`src/hdl/etl_pkg.sv`:
```
`timescale 1ns / 1ps
// ----------------------------------------------------------------------------
// etl_pkg - shared types and constants of the expression lexer
// token kinds, character codes, token and queue entry formats
// ----------------------------------------------------------------------------
package etl_pkg;

  localparam int POSITION_BITS = 16;
  localparam int LENGTH_BITS   = 8;
  localparam int CHAR_BITS     = 8;
  localparam int KIND_BITS     = 4;
  localparam int IN_DATA_BITS  = ((CHAR_BITS + 7) / 8) * 8;
  localparam int OUT_DATA_BITS = ((KIND_BITS + POSITION_BITS + LENGTH_BITS + 7) / 8) * 8;
  localparam int QUEUE_DEPTH   = 4;
  localparam int QUEUE_PTR_BITS = $clog2(QUEUE_DEPTH);

  localparam logic [LENGTH_BITS-1:0] LEN_MAX = '1;

  localparam logic [CHAR_BITS-1:0] CH_DOT    = 8'h2E;
  localparam logic [CHAR_BITS-1:0] CH_EQ     = 8'h3D;
  localparam logic [CHAR_BITS-1:0] CH_PLUS   = 8'h2B;
  localparam logic [CHAR_BITS-1:0] CH_MINUS  = 8'h2D;
  localparam logic [CHAR_BITS-1:0] CH_STAR   = 8'h2A;
  localparam logic [CHAR_BITS-1:0] CH_SLASH  = 8'h2F;
  localparam logic [CHAR_BITS-1:0] CH_LPAREN = 8'h28;
  localparam logic [CHAR_BITS-1:0] CH_RPAREN = 8'h29;
  localparam logic [CHAR_BITS-1:0] CH_GT     = 8'h3E;
  localparam logic [CHAR_BITS-1:0] CH_LT     = 8'h3C;
  localparam logic [CHAR_BITS-1:0] CH_BANG   = 8'h21;
  localparam logic [CHAR_BITS-1:0] CH_ZERO   = 8'h30;
  localparam logic [CHAR_BITS-1:0] CH_NINE   = 8'h39;
  localparam logic [CHAR_BITS-1:0] CH_LO_A   = 8'h61;
  localparam logic [CHAR_BITS-1:0] CH_LO_Z   = 8'h7A;
  localparam logic [CHAR_BITS-1:0] CH_UP_A   = 8'h41;
  localparam logic [CHAR_BITS-1:0] CH_UP_Z   = 8'h5A;

  typedef enum logic [KIND_BITS-1:0] {
    KIND_NUMBER = 4'd0,
    KIND_IDENT  = 4'd1,
    KIND_ASSIGN = 4'd2,
    KIND_PLUS   = 4'd3,
    KIND_MINUS  = 4'd4,
    KIND_STAR   = 4'd5,
    KIND_SLASH  = 4'd6,
    KIND_LPAREN = 4'd7,
    KIND_RPAREN = 4'd8,
    KIND_GE     = 4'd9,
    KIND_LE     = 4'd10,
    KIND_GT     = 4'd11,
    KIND_LT     = 4'd12,
    KIND_NE     = 4'd13,
    KIND_BANG   = 4'd14
  } kind_t;

  typedef struct packed {
    kind_t                    kind;
    logic [POSITION_BITS-1:0] start;
    logic [LENGTH_BITS-1:0]   length;
  } token_t;

  // one queue entry: the tokens caused by one input beat
  typedef struct packed {
    logic   two;
    token_t tok0;
    token_t tok1;
  } bundle_t;

endpackage

```
`src/hdl/etl_front.sv`:
```
`timescale 1ns / 1ps
// ----------------------------------------------------------------------------
// etl_front - character classifier and lexer state
// takes one character a beat, updates the open token and queues the tokens
// that the character closes or completes
// ----------------------------------------------------------------------------
module etl_front (
  input  logic                              clk,
  input  logic                              rst,
  input  logic                              s_tvalid,
  output logic                              s_tready,
  input  logic [etl_pkg::IN_DATA_BITS-1:0]  s_tdata,
  input  logic                              s_tlast,
  input  logic                              q_full,
  output logic                              q_push,
  output etl_pkg::bundle_t                  q_data
);

  typedef enum logic [2:0] {
    MD_IDLE    = 3'd0,
    MD_NUM     = 3'd1,
    MD_NUM_DOT = 3'd2,
    MD_IDENT   = 3'd3,
    MD_GT      = 3'd4,
    MD_LT      = 3'd5,
    MD_BANG    = 3'd6
  } mode_t;

  function automatic etl_pkg::kind_t mode_kind(input mode_t m);
    etl_pkg::kind_t k;
    unique case (m)
      MD_NUM, MD_NUM_DOT: k = etl_pkg::KIND_NUMBER;
      MD_IDENT:           k = etl_pkg::KIND_IDENT;
      MD_GT:              k = etl_pkg::KIND_GT;
      MD_LT:              k = etl_pkg::KIND_LT;
      default:            k = etl_pkg::KIND_BANG;
    endcase
    return k;
  endfunction

  function automatic logic mode_open(input mode_t m);
    return (m == MD_NUM) || (m == MD_NUM_DOT) || (m == MD_IDENT) ||
           (m == MD_GT) || (m == MD_LT) || (m == MD_BANG);
  endfunction

  mode_t                              mode, mode_mid, mode_next;
  logic [etl_pkg::POSITION_BITS-1:0]  open_start, start_mid, open_start_next;
  logic [etl_pkg::LENGTH_BITS-1:0]    open_length, len_mid, open_length_next, len_inc;
  logic [etl_pkg::POSITION_BITS-1:0]  char_position, char_position_next;

  logic [etl_pkg::CHAR_BITS-1:0] ch;
  logic is_dig, is_let, is_dot, is_eq, is_single;
  etl_pkg::kind_t single_kind, eq_kind;
  logic taken, emit_eq, close_v, second_v, flush_v;
  etl_pkg::token_t close_tok, second_tok;
  logic accept;

  assign ch       = s_tdata[etl_pkg::CHAR_BITS-1:0];
  assign s_tready = !q_full;
  assign accept   = s_tvalid && s_tready;

  assign is_dig = (ch >= etl_pkg::CH_ZERO) && (ch <= etl_pkg::CH_NINE);
  assign is_let = ((ch >= etl_pkg::CH_LO_A) && (ch <= etl_pkg::CH_LO_Z)) ||
                  ((ch >= etl_pkg::CH_UP_A) && (ch <= etl_pkg::CH_UP_Z));
  assign is_dot = (ch == etl_pkg::CH_DOT);
  assign is_eq  = (ch == etl_pkg::CH_EQ);

  always_comb begin
    is_single   = 1'b1;
    single_kind = etl_pkg::KIND_ASSIGN;
    unique case (ch)
      etl_pkg::CH_EQ:     single_kind = etl_pkg::KIND_ASSIGN;
      etl_pkg::CH_PLUS:   single_kind = etl_pkg::KIND_PLUS;
      etl_pkg::CH_MINUS:  single_kind = etl_pkg::KIND_MINUS;
      etl_pkg::CH_STAR:   single_kind = etl_pkg::KIND_STAR;
      etl_pkg::CH_SLASH:  single_kind = etl_pkg::KIND_SLASH;
      etl_pkg::CH_LPAREN: single_kind = etl_pkg::KIND_LPAREN;
      etl_pkg::CH_RPAREN: single_kind = etl_pkg::KIND_RPAREN;
      default:            is_single = 1'b0;
    endcase
  end

  always_comb begin
    mode_mid  = MD_IDLE;
    start_mid = open_start;
    len_mid   = open_length;
    taken     = 1'b0;
    emit_eq   = 1'b0;
    eq_kind   = etl_pkg::KIND_GE;
    len_inc   = (open_length == etl_pkg::LEN_MAX) ? open_length
                                                  : open_length + 1'b1;
    unique case (mode)
      MD_NUM, MD_NUM_DOT: begin
        if (is_dig || (is_dot && (mode == MD_NUM))) begin
          taken    = 1'b1;
          len_mid  = len_inc;
          mode_mid = is_dot ? MD_NUM_DOT : mode;
        end
      end
      MD_IDENT: begin
        if (is_dig || is_let) begin
          taken    = 1'b1;
          len_mid  = len_inc;
          mode_mid = MD_IDENT;
        end
      end
      MD_GT, MD_LT, MD_BANG: begin
        if (is_eq) begin
          taken   = 1'b1;
          emit_eq = 1'b1;
          eq_kind = (mode == MD_GT) ? etl_pkg::KIND_GE :
                    (mode == MD_LT) ? etl_pkg::KIND_LE : etl_pkg::KIND_NE;
        end
      end
      default: ;
    endcase

    // token closed by this character, or the two-character comparison
    close_v = emit_eq || (!taken && mode_open(mode));
    if (emit_eq) begin
      close_tok.kind   = eq_kind;
      close_tok.start  = open_start;
      close_tok.length = etl_pkg::LENGTH_BITS'(2);
    end else begin
      close_tok.kind   = mode_kind(mode);
      close_tok.start  = open_start;
      close_tok.length = open_length;
    end

    if (!taken) begin
      if (is_dig || is_let || (ch == etl_pkg::CH_GT) || (ch == etl_pkg::CH_LT) ||
          (ch == etl_pkg::CH_BANG)) begin
        mode_mid  = is_dig ? MD_NUM : is_let ? MD_IDENT :
                    (ch == etl_pkg::CH_GT) ? MD_GT :
                    (ch == etl_pkg::CH_LT) ? MD_LT : MD_BANG;
        start_mid = char_position;
        len_mid   = etl_pkg::LENGTH_BITS'(1);
      end
    end

    flush_v  = s_tlast && mode_open(mode_mid);
    second_v = (!taken && is_single) || flush_v;
    if (!taken && is_single) begin
      second_tok.kind   = single_kind;
      second_tok.start  = char_position;
      second_tok.length = etl_pkg::LENGTH_BITS'(1);
    end else begin
      second_tok.kind   = mode_kind(mode_mid);
      second_tok.start  = start_mid;
      second_tok.length = len_mid;
    end

    if (s_tlast) begin
      mode_next          = MD_IDLE;
      open_start_next    = '0;
      open_length_next   = '0;
      char_position_next = '0;
    end else begin
      mode_next          = mode_mid;
      open_start_next    = start_mid;
      open_length_next   = len_mid;
      char_position_next = char_position + 1'b1;
    end
  end

  assign q_push      = accept && (close_v || second_v);
  assign q_data.two  = close_v && second_v;
  assign q_data.tok0 = close_v ? close_tok : second_tok;
  assign q_data.tok1 = second_tok;

  always_ff @(posedge clk) begin
    if (rst) begin
      mode          <= MD_IDLE;
      open_start    <= '0;
      open_length   <= '0;
      char_position <= '0;
    end else if (accept) begin
      mode          <= mode_next;
      open_start    <= open_start_next;
      open_length   <= open_length_next;
      char_position <= char_position_next;
    end
  end

endmodule

```
`src/hdl/etl_queue.sv`:
```
`timescale 1ns / 1ps
// ----------------------------------------------------------------------------
// etl_queue - short token queue between lexer and output side
// register-based fifo of token bundles
// ----------------------------------------------------------------------------
module etl_queue (
  input  logic             clk,
  input  logic             rst,
  input  logic             push,
  input  etl_pkg::bundle_t push_data,
  output logic             full,
  input  logic             pop,
  output logic             avail,
  output etl_pkg::bundle_t head
);

  etl_pkg::bundle_t                      entries [etl_pkg::QUEUE_DEPTH];
  logic [etl_pkg::QUEUE_PTR_BITS-1:0]    wr_ptr, rd_ptr;
  logic [etl_pkg::QUEUE_PTR_BITS:0]      count;

  assign full  = (count == (etl_pkg::QUEUE_PTR_BITS + 1)'(etl_pkg::QUEUE_DEPTH));
  assign avail = (count != '0);
  assign head  = entries[rd_ptr];

  always_ff @(posedge clk) begin
    if (rst) begin
      wr_ptr <= '0;
      rd_ptr <= '0;
      count  <= '0;
    end else begin
      if (push) begin
        wr_ptr <= wr_ptr + 1'b1;
      end
      if (pop) begin
        rd_ptr <= rd_ptr + 1'b1;
      end
      if (push && !pop) begin
        count <= count + 1'b1;
      end else if (pop && !push) begin
        count <= count - 1'b1;
      end
    end
  end

  always_ff @(posedge clk) begin
    if (push) begin
      entries[wr_ptr] <= push_data;
    end
  end

endmodule

```
`src/hdl/etl_back.sv`:
```
`timescale 1ns / 1ps
// ----------------------------------------------------------------------------
// etl_back - token output side
// splits queued bundles into single token beats behind an output register
// ----------------------------------------------------------------------------
module etl_back (
  input  logic                              clk,
  input  logic                              rst,
  input  logic                              q_avail,
  input  etl_pkg::bundle_t                  q_head,
  output logic                              q_pop,
  output logic                              m_tvalid,
  input  logic                              m_tready,
  output logic [etl_pkg::OUT_DATA_BITS-1:0] m_tdata,
  output logic                              m_tlast
);

  logic            out_valid, out_last, sec_valid;
  etl_pkg::token_t out_tok, sec_tok;
  logic            load;

  assign load  = !out_valid || m_tready;
  assign q_pop = load && !sec_valid && q_avail;

  assign m_tvalid = out_valid;
  assign m_tlast  = out_last;
  assign m_tdata  = etl_pkg::OUT_DATA_BITS'({out_tok.length, out_tok.start, out_tok.kind});

  always_ff @(posedge clk) begin
    if (rst) begin
      out_valid <= 1'b0;
      sec_valid <= 1'b0;
    end else if (load) begin
      if (sec_valid) begin
        out_valid <= 1'b1;
        sec_valid <= 1'b0;
      end else if (q_avail) begin
        out_valid <= 1'b1;
        sec_valid <= q_head.two;
      end else begin
        out_valid <= 1'b0;
      end
    end
  end

  always_ff @(posedge clk) begin
    if (load) begin
      if (sec_valid) begin
        out_tok  <= sec_tok;
        out_last <= 1'b1;
      end else if (q_avail) begin
        out_tok  <= q_head.tok0;
        out_last <= !q_head.two;
        sec_tok  <= q_head.tok1;
      end
    end
  end

endmodule

```
`src/hdl/expression_token_lexer.sv`:
```
`timescale 1ns / 1ps
// ----------------------------------------------------------------------------
// expression_token_lexer - streaming lexer for arithmetic expressions
// one character a beat in, tokens (kind, start, length) out
//
//   channel  dir  tdata                          tuser  tlast
//   s        in   character                      -      is_end
//   m        out  token_kind, start, length      -      last_of_run
//
// one character accepted per cycle while the token queue has room
// each token is sent as its own output beat; a character closing two tokens gives two beats
// an accepted character's tokens pass through the queue and then the output register
// rst clears lexer state and empties the queue and the output register
// either side may stall; the four-entry queue absorbs the difference
// ----------------------------------------------------------------------------
module expression_token_lexer (
  input  logic                              clk,
  input  logic                              rst,
  input  logic                              s_tvalid,
  output logic                              s_tready,
  input  logic [etl_pkg::IN_DATA_BITS-1:0]  s_tdata,   // character
  input  logic                              s_tlast,
  output logic                              m_tvalid,
  input  logic                              m_tready,
  output logic [etl_pkg::OUT_DATA_BITS-1:0] m_tdata,   // token_kind, token_start, token_length
  output logic                              m_tlast
);

  logic             q_push, q_full, q_pop, q_avail;
  etl_pkg::bundle_t q_data, q_head;

  etl_front u_front (
    .clk      (clk),
    .rst      (rst),
    .s_tvalid (s_tvalid),
    .s_tready (s_tready),
    .s_tdata  (s_tdata),
    .s_tlast  (s_tlast),
    .q_full   (q_full),
    .q_push   (q_push),
    .q_data   (q_data)
  );

  etl_queue u_queue (
    .clk       (clk),
    .rst       (rst),
    .push      (q_push),
    .push_data (q_data),
    .full      (q_full),
    .pop       (q_pop),
    .avail     (q_avail),
    .head      (q_head)
  );

  etl_back u_back (
    .clk      (clk),
    .rst      (rst),
    .q_avail  (q_avail),
    .q_head   (q_head),
    .q_pop    (q_pop),
    .m_tvalid (m_tvalid),
    .m_tready (m_tready),
    .m_tdata  (m_tdata),
    .m_tlast  (m_tlast)
  );

endmodule
```
`config.mk`:
```
export PLATFORM = sky130hd
export DESIGN_NAME = expression_token_lexer
export DESIGN_NICKNAME = d
export VERILOG_FILES = /design/src/hdl/etl_pkg.sv /design/src/hdl/etl_front.sv /design/src/hdl/etl_queue.sv /design/src/hdl/etl_back.sv /design/src/hdl/expression_token_lexer.sv
export SDC_FILE = /design/constraint.sdc
export NUM_CORES = 1
export LEC_CHECK = 0
export BUFFER_PORTS_ARGS = -buffer_cell sky130_fd_sc_hd__buf_2
export CAP_MARGIN = 40
export CORE_ASPECT_RATIO = 1.75
export CORE_MARGIN = 2
export CORE_UTILIZATION = 52
export CTS_BUF_LIST = sky130_fd_sc_hd__clkbuf_4 sky130_fd_sc_hd__clkbuf_8
export DETAILED_ROUTE_END_ITERATION = 6
export PLACE_DENSITY = 0.67
export SETUP_SLACK_MARGIN = 0.5
export SLEW_MARGIN = 20
export SYNTH_ARGS = -nofsm -noshare
export SYNTH_HDL_FRONTEND = slang
export SYNTH_HIERARCHICAL = 1
export SYNTH_SLANG_ARGS = --single-unit
```
`constraint.sdc`:
```
create_clock -name clk -period 6 [get_ports clk]
set_input_delay 1.8 -clock clk [delete_from_list [all_inputs] [get_ports clk]]
set_output_delay 1.8 -clock clk [all_outputs]
set_load 0.05 [all_outputs]
```
# After elaboration in Yosys (flattened, before gate mapping)
# Memory sizes are Yosys's and may differ from the RTL's. A register that Yosys moved wholly into a read port is not among the register bits.
# Index checks and enable logic that the tools add are counted.
[word_totals]
ram_bits = 228
mem_count = 1
register_bits = 109
[mem_list]
columns = ["memory", "depth", "word_bits", "rd", "rd_ports_with_merged_regs", "wr", "line_no", "text"]
rows = [
  ["u_queue.entries", 4, 57, 1, 1, 1, "etl_queue.sv:17", "etl_pkg::bundle_t entries [etl_pkg::QUEUE_DEPTH];"],
]
[classes]
n_eq_ne = 25
n_bitwise = 1
muxes = 51
n_reduce_logical = 50
addsub = 6
magnitude_cmp = 6
[ops]
columns = ["operator", "n"]
rows = [
  ["$mux W28", 5],
  ["$eq A8 B6 Y1 const B", 11],
  ["$mux W16", 4],
  ["$mux W8", 6],
  ["$mux W3", 11],
  ["$pmux W4 S4", 2],
  ["$pmux W4 S6", 1],
  ["$eq A3 B3 Y1 const B", 7],
  ["$logic_or A1 B1 Y1", 20],
  ["$add A16 B1 Y16 const B", 1],
  ["$ge A8 B7 Y1 const B", 2],
  ["$le A8 B7 Y1 const B", 2],
  ["$pmux W8 S2", 1],
  ["$logic_and A1 B1 Y1", 14],
  ["$eq A3 B2 Y1 const B", 4],
  ["$mux W1", 12],
  ["$mux W4", 3],
  ["$add A8 B1 Y8 const B", 1],
  ["$eq A8 B8 Y1 const B", 1],
  ["$ge A8 B6 Y1 const B", 1],
  ["$le A8 B6 Y1 const B", 1],
  ["$mux W2", 4],
  ["$logic_not A1 Y1", 7],
  ["$reduce_or A7 Y1", 1],
  ["other kinds (13)", 17],
]

# Logic depth before layout (Yosys ltp)
[logic_depth]
depth_word = 23
depth_mapped = 15
mapped_depth_nobuf = 13

# By module
# Netlist, hierarchy kept.
[by_module_without_submodules]
columns = ["mod", "cells_per_inst", "n_inst", "area_per_inst_um2"]
rows = [
  ["etl_queue", 341, 1, 8648.3],
  ["etl_front", 442, 1, 3291.9],
  ["etl_back", 108, 1, 2237.1],
]

# Least setup slack after synthesis
# Ideal clock, no wire load.
[synth_timing]
path_type = "input to register"
from = "input s_tdata[1] (netlist name)"
to = "memory u_queue/entries[0][0] (netlist name), enable pin"
setup_ns = 0.421
n_path_buf = 1
slack_ns = 0.621
cell_stages = 9
arrival_time_ns = 4.959
t_required_ns = 5.579
cell_sequence = "a21oi_1 o221ai_4 o32a_2 buf_6 or2_2 nand3_1 a21oi_1 a21oi_1 and2_1"
[synth_via]
elab_chain_len = 21
word_cells_on_any_way = 65
classes_between = "order compare (6); eq/ne (17); mux (18); reduce/logical (24)"
[synth_rtl]
columns = ["item", "line_no", "text"]
rows = [
  ["from (decl)", "expression_token_lexer.sv:21", "input logic [etl_pkg::IN_DATA_BITS-1:0] s_tdata,"],
  ["parallel branches: the longest is 17 deep, another holds $ge A8 B7 Y1", "-", ""],
  ["$logic_or A1 B1 Y1 *", "etl_front.sv:166", "assign q_push = accept && (close_v || second_v);"],
  ["$logic_and A1 B1 Y1 *", "etl_front.sv:166", ""],
  ["named net q_push", "expression_token_lexer.sv:29", "logic q_push, q_full, q_pop, q_avail;"],
  ["$mux W1 *", "etl_queue.sv:46", "if (push) begin"],
  ["$mux W1 (not written as such) *", "etl_queue.sv:47", "entries[wr_ptr] <= push_data;"],
  ["to (decl)", "etl_queue.sv:17", ""],
]
# Mark *: on every way through the listed nets, which the timed path passes.

# Final worst setup path
[layout_timing]
from = "input s_tdata[6] (netlist name)"
to = "register u_queue/count[2] (netlist name)"
[layout_via]
elab_chain_len = 22
word_cells_on_any_way = 68
classes_between = "order compare (6); eq/ne (17); mux (17); reduce/logical (28)"
[layout_rtl]
columns = ["item", "line_no", "text"]
rows = [
  ["parallel branches: the longest is 17 deep, another holds $ge A8 B7 Y1", "-", ""],
  ["$logic_or A1 B1 Y1 *", "etl_front.sv:166", ""],
  ["$logic_and A1 B1 Y1 *", "etl_front.sv:166", ""],
  ["named net q_push", "expression_token_lexer.sv:29", ""],
  ["$logic_not A1 Y1", "etl_queue.sv:39", "end else if (pop && !push) begin"],
  ["$logic_and A1 B1 Y1", "etl_queue.sv:39", ""],
  ["$reduce_bool A2 Y1 (no source line)", "-", ""],
  ["to (signal assigned)", "etl_queue.sv:38", "count <= count + 1'b1;"],
  ["to (signal assigned)", "etl_queue.sv:40", "count <= count - 1'b1;"],
  ["to (decl)", "etl_queue.sv:19", "logic [etl_pkg::QUEUE_PTR_BITS:0] count;"],
]
# Marked as above.
# A chain may end at the register's enable or synchronous reset.

==> results.json <==
{
  "status": "finished, final reports clean",
  "first_pass_iters": 5,
  "num-fill-cells": 2105,
  "max_freq_ghz": 0.219,
  "grt_antenna_before_repair": 1,
  "skew_ns": 0.0184,
  "tightest_slew_ns": 0.801,
  "path_buf_inv": 3,
  "die_w_um": 129,
  "wl_per_cell_um": 21.3,
  "yosysSeqAreaShare_pct": 68.0,
  "rsz0062_at_grt": "false",
  "power.leakage_nw": 5.25,
  "synth_edf_count": 285,
  "end_kind": "flop",
  "dp_hpwl_um": 17400,
  "maxCapViolCount": 0,
  "grt_pass1_vias": 8189,
  "relSlewSlack_pct": 46.6,
  "overflow": 0,
  "cts_setup_buffers": 0,
  "ys_types": 75,
  "rows": 80,
  "critPathKind": "input pin to flop",
  "clockBufferDepth": 3,
  "ir_worst_vdd_mv": 0.272,
  "holdBufCountCts": 0,
  "cts_buffers": 44,
  "hp-class": "flop to flop",
  "ant_nets": 0,
  "power.density_nw_per_um2": 403,
  "crit_slowest_cell": "nor3b_2",
  "syn_area_per_cell_um2": 15.9,
  "fin_nets": 976,
  "clock_latency_ns": 0.55,
  "crit_fanout": 10,
  "io_buffers": 43,
  "drive_gt1_share_pct": 26.5,
  "crit_top_cell": "a21oi_1",
  "drtIter0Drc": 378,
  "ys.flop_type": "edfxtp_1",
  "slew_viol_final": 0,
  "total_power_mw": 6.30,
  "clk_pin_slew_ns": 0.06,
  "dieHeight_um": 222,
  "path_cells": "buf_2 -> nor3b_2 -> nand2_1 -> o32a_2 -> or2_2 -> nand3_1 -> a21oi_1 -> a21oi_1 -> buf_4 -> ha_1 -> inv_1 -> fa_1 -> xor2_1 -> or3_1 -> a21oi_1",
  "startpoint_type": "input pin",
  "hold_viol_final": 0,
  "routed_wl_um": 28100,
  "synthCells": 891,
  "path_delay_family": "simple AND/OR/NAND/NOR gates",
  "cpPeakStageDelay_ns": 0.50,
  "critical_path_arrival_ns": 5.03,
  "vias": 7743,
  "period_needed_ns": 4.56,
  "initial_core_util_pct": 52.5,
  "die_area_um2": 28700,
  "clock-sinks": 339,
  "cts_tree": "built",
  "syn2layout_area_growth_pct": 10.4,
  "io_pins": 48,
  "tns_ns": 0,
  "syn_area_um2": 14200,
  "post_cts_resized": 0,
  "yosysWarnings": 6,
  "fin_crit_sh_pct": 75.9,
  "grt_max_degree": 58,
  "synth_seq_cells": 339,
  "grt_usage_pct": 20.3,
  "async_flop_share_pct": 0,
  "gp_congestion": 0.882,
  "ff_latch_area_um2": 9650,
  "route.detailed.drc": 0,
  "cts_root_buf": "clkbuf_8",
  "grt_pass1_wl_um": 44400,
  "core-area_um2": 27000,
  "h-tree-depth": 2,
  "worstPathRequired_ns": 6.47,
  "vias_per_cell": 5.88,
  "r2r_slack_ns": 2.31,
  "setup_viol": 0,
  "multi_input_area_um2": 4200
}
[logic make-up (layout without fill, tap and decap cells)]
| kind of cell | count (synthesis) | in the layout | share of synthesized area (%) |
|---|---|---|---|
| flip-flops | 339 | 339 | 68.0 |
| AND/OR/NAND/NOR | 236 | 236 | 8.11 |
| other | 1 | 5 | 0.0265 |
| multiplexers | 104 | 104 | 13.0 |
| buffers and inverters | 63 | 157 | 2.60 |
| AO/OA/AOI/OAI | 122 | 122 | 6.37 |
| XOR/XNOR | 18 | 18 | 1.11 |
| adder cells (fa/ha/maj) | 8 | 8 | 0.759 |
[worst paths after layout]
check	to	startpoint	depth (start not counted)
worst max-delay path	u_queue/count[2]	s_tdata[6]	15
worst min register to register	u_queue/count[2]	u_queue/count[2]	2
worst max register to register	u_queue/count[2]	u_front/mode[1]	13
worst min-delay path	u_queue/count[2]	u_queue/count[2]	2
[tightest hold or removal path, cell delays in order (launching register included)]
cell     delay (ns)
dfxtp_1        0.32
o21ai_0        0.07
a21oi_1        0.06
[cell usage in the layout (no fill, tap or decap), types with 5 or more instances in the layout]
master    synthesis  routed
buf_12            0       6
nand2b_1          7       7
inv_1            17      17
and2_1           12       8
clkbuf_8          0      47
buf_2            10      43
dfxtp_1          54      51
a21oi_1          28      27
nand2_1          77      77
xor2_1           11      11
clkbuf_4          0      17
nor3_1            8       7
or3_1             8       8
mux2_4           10      10
mux2_2           34      34
and3_1            8       8
nand3_1          16      16
mux4_2           57      57
a22oi_1          19      19
ha_1              7       7
clkinv_2          0       7
nor2_1           65      65
xnor2_1           7       7
a32o_1            5       5
clkinv_1          0       6
edfxtp_1        285     285
nand4_1           8       8
nor2b_1           7       7
o21ai_0          26      26
buf_4             8      11
[final cells by class]
type / count / share of cell area [%]
Inverter: 17 / 0.408
Timing Repair Buffer: 61 / 2.77
Tap cell: 328 / 2.62
Clock buffer: 64 / 4.95
Sequential cell: 339 / 61.6
Multi-Input combinational cell: 492 / 26.8
Antenna cell: 1 / 0.0160
Clock inverter: 15 / 0.752
[state kept, by name, indices dropped and copies added, names as in the netlist, named ones only]
name / count
u_queue/rd_ptr: 2
u_front/open_start: 16
u_queue/entries: 228
u_back/sec_tok: 28
u_queue/count: 3
u_front/open_length: 8
u_back/m_tvalid: 1
u_queue/wr_ptr: 2
u_back/sec_valid: 1
u_back/m_tdata: 28
u_back/m_tlast: 1
u_front/char_position: 16
u_front/mode: 3
[through the flow]
step | instances | utilization (%) | area [µm²] | worst slack [ns] | hold slack, ns
floorplan | 894 | - | 14200 | 0.621 | 0.461
global placement | 1234 | 54.4 | 14700 | 0.950 | 0.493
detailed placement | 1236 | 54.5 | 14700 | 0.917 | 0.490
CTS | 1315 | 57.8 | 15600 | 1.49 | 0.499
global route | 1317 | 57.9 | 15600 | 1.20 | 0.528
finish | 1317 | 57.9 | 15600 | 1.44 | 0.498
[power by group]
group          internal, mW  switching, mW
combinational         0.527           1.01
clock                 0.916          0.787
sequential             2.94          0.127
[layer usage]
layer | global-route usage (%) | share of wire (%) | vias to the layer above
li1 | - | - | 3587
met1 | 22.3 | 37 | 3933
met2 | 38.4 | 56 | 157
met3 | 2.62 | 2.7 | 66
met4 | 8.98 | 3.8 | 0
met5 | 0 | 0 | -
[Yosys cell counts (8+ instances only)]
cell type,instances,area [µm²]
mux2_4,10,150
xor2_1,11,96.3
and2_1,12,75.1
mux2_2,34,383
mux4_2,57,1280
buf_6,12,135
o21ai_0,26,130
edfxtp_1,285,8560
a21oi_1,28,140
nand2_1,77,289
clkbuf_1,14,52.6
nand3_1,16,80.1
a22oi_1,19,143
or3_1,8,50.1
and3_1,8,50.1
dfxtp_1,54,1080
buf_4,8,60.1
nand4_1,8,50.1
inv_1,17,63.8
nor3_1,8,40.0
nor2_1,65,244
buf_2,10,50.1
Power figures use the tool's default switching activity.
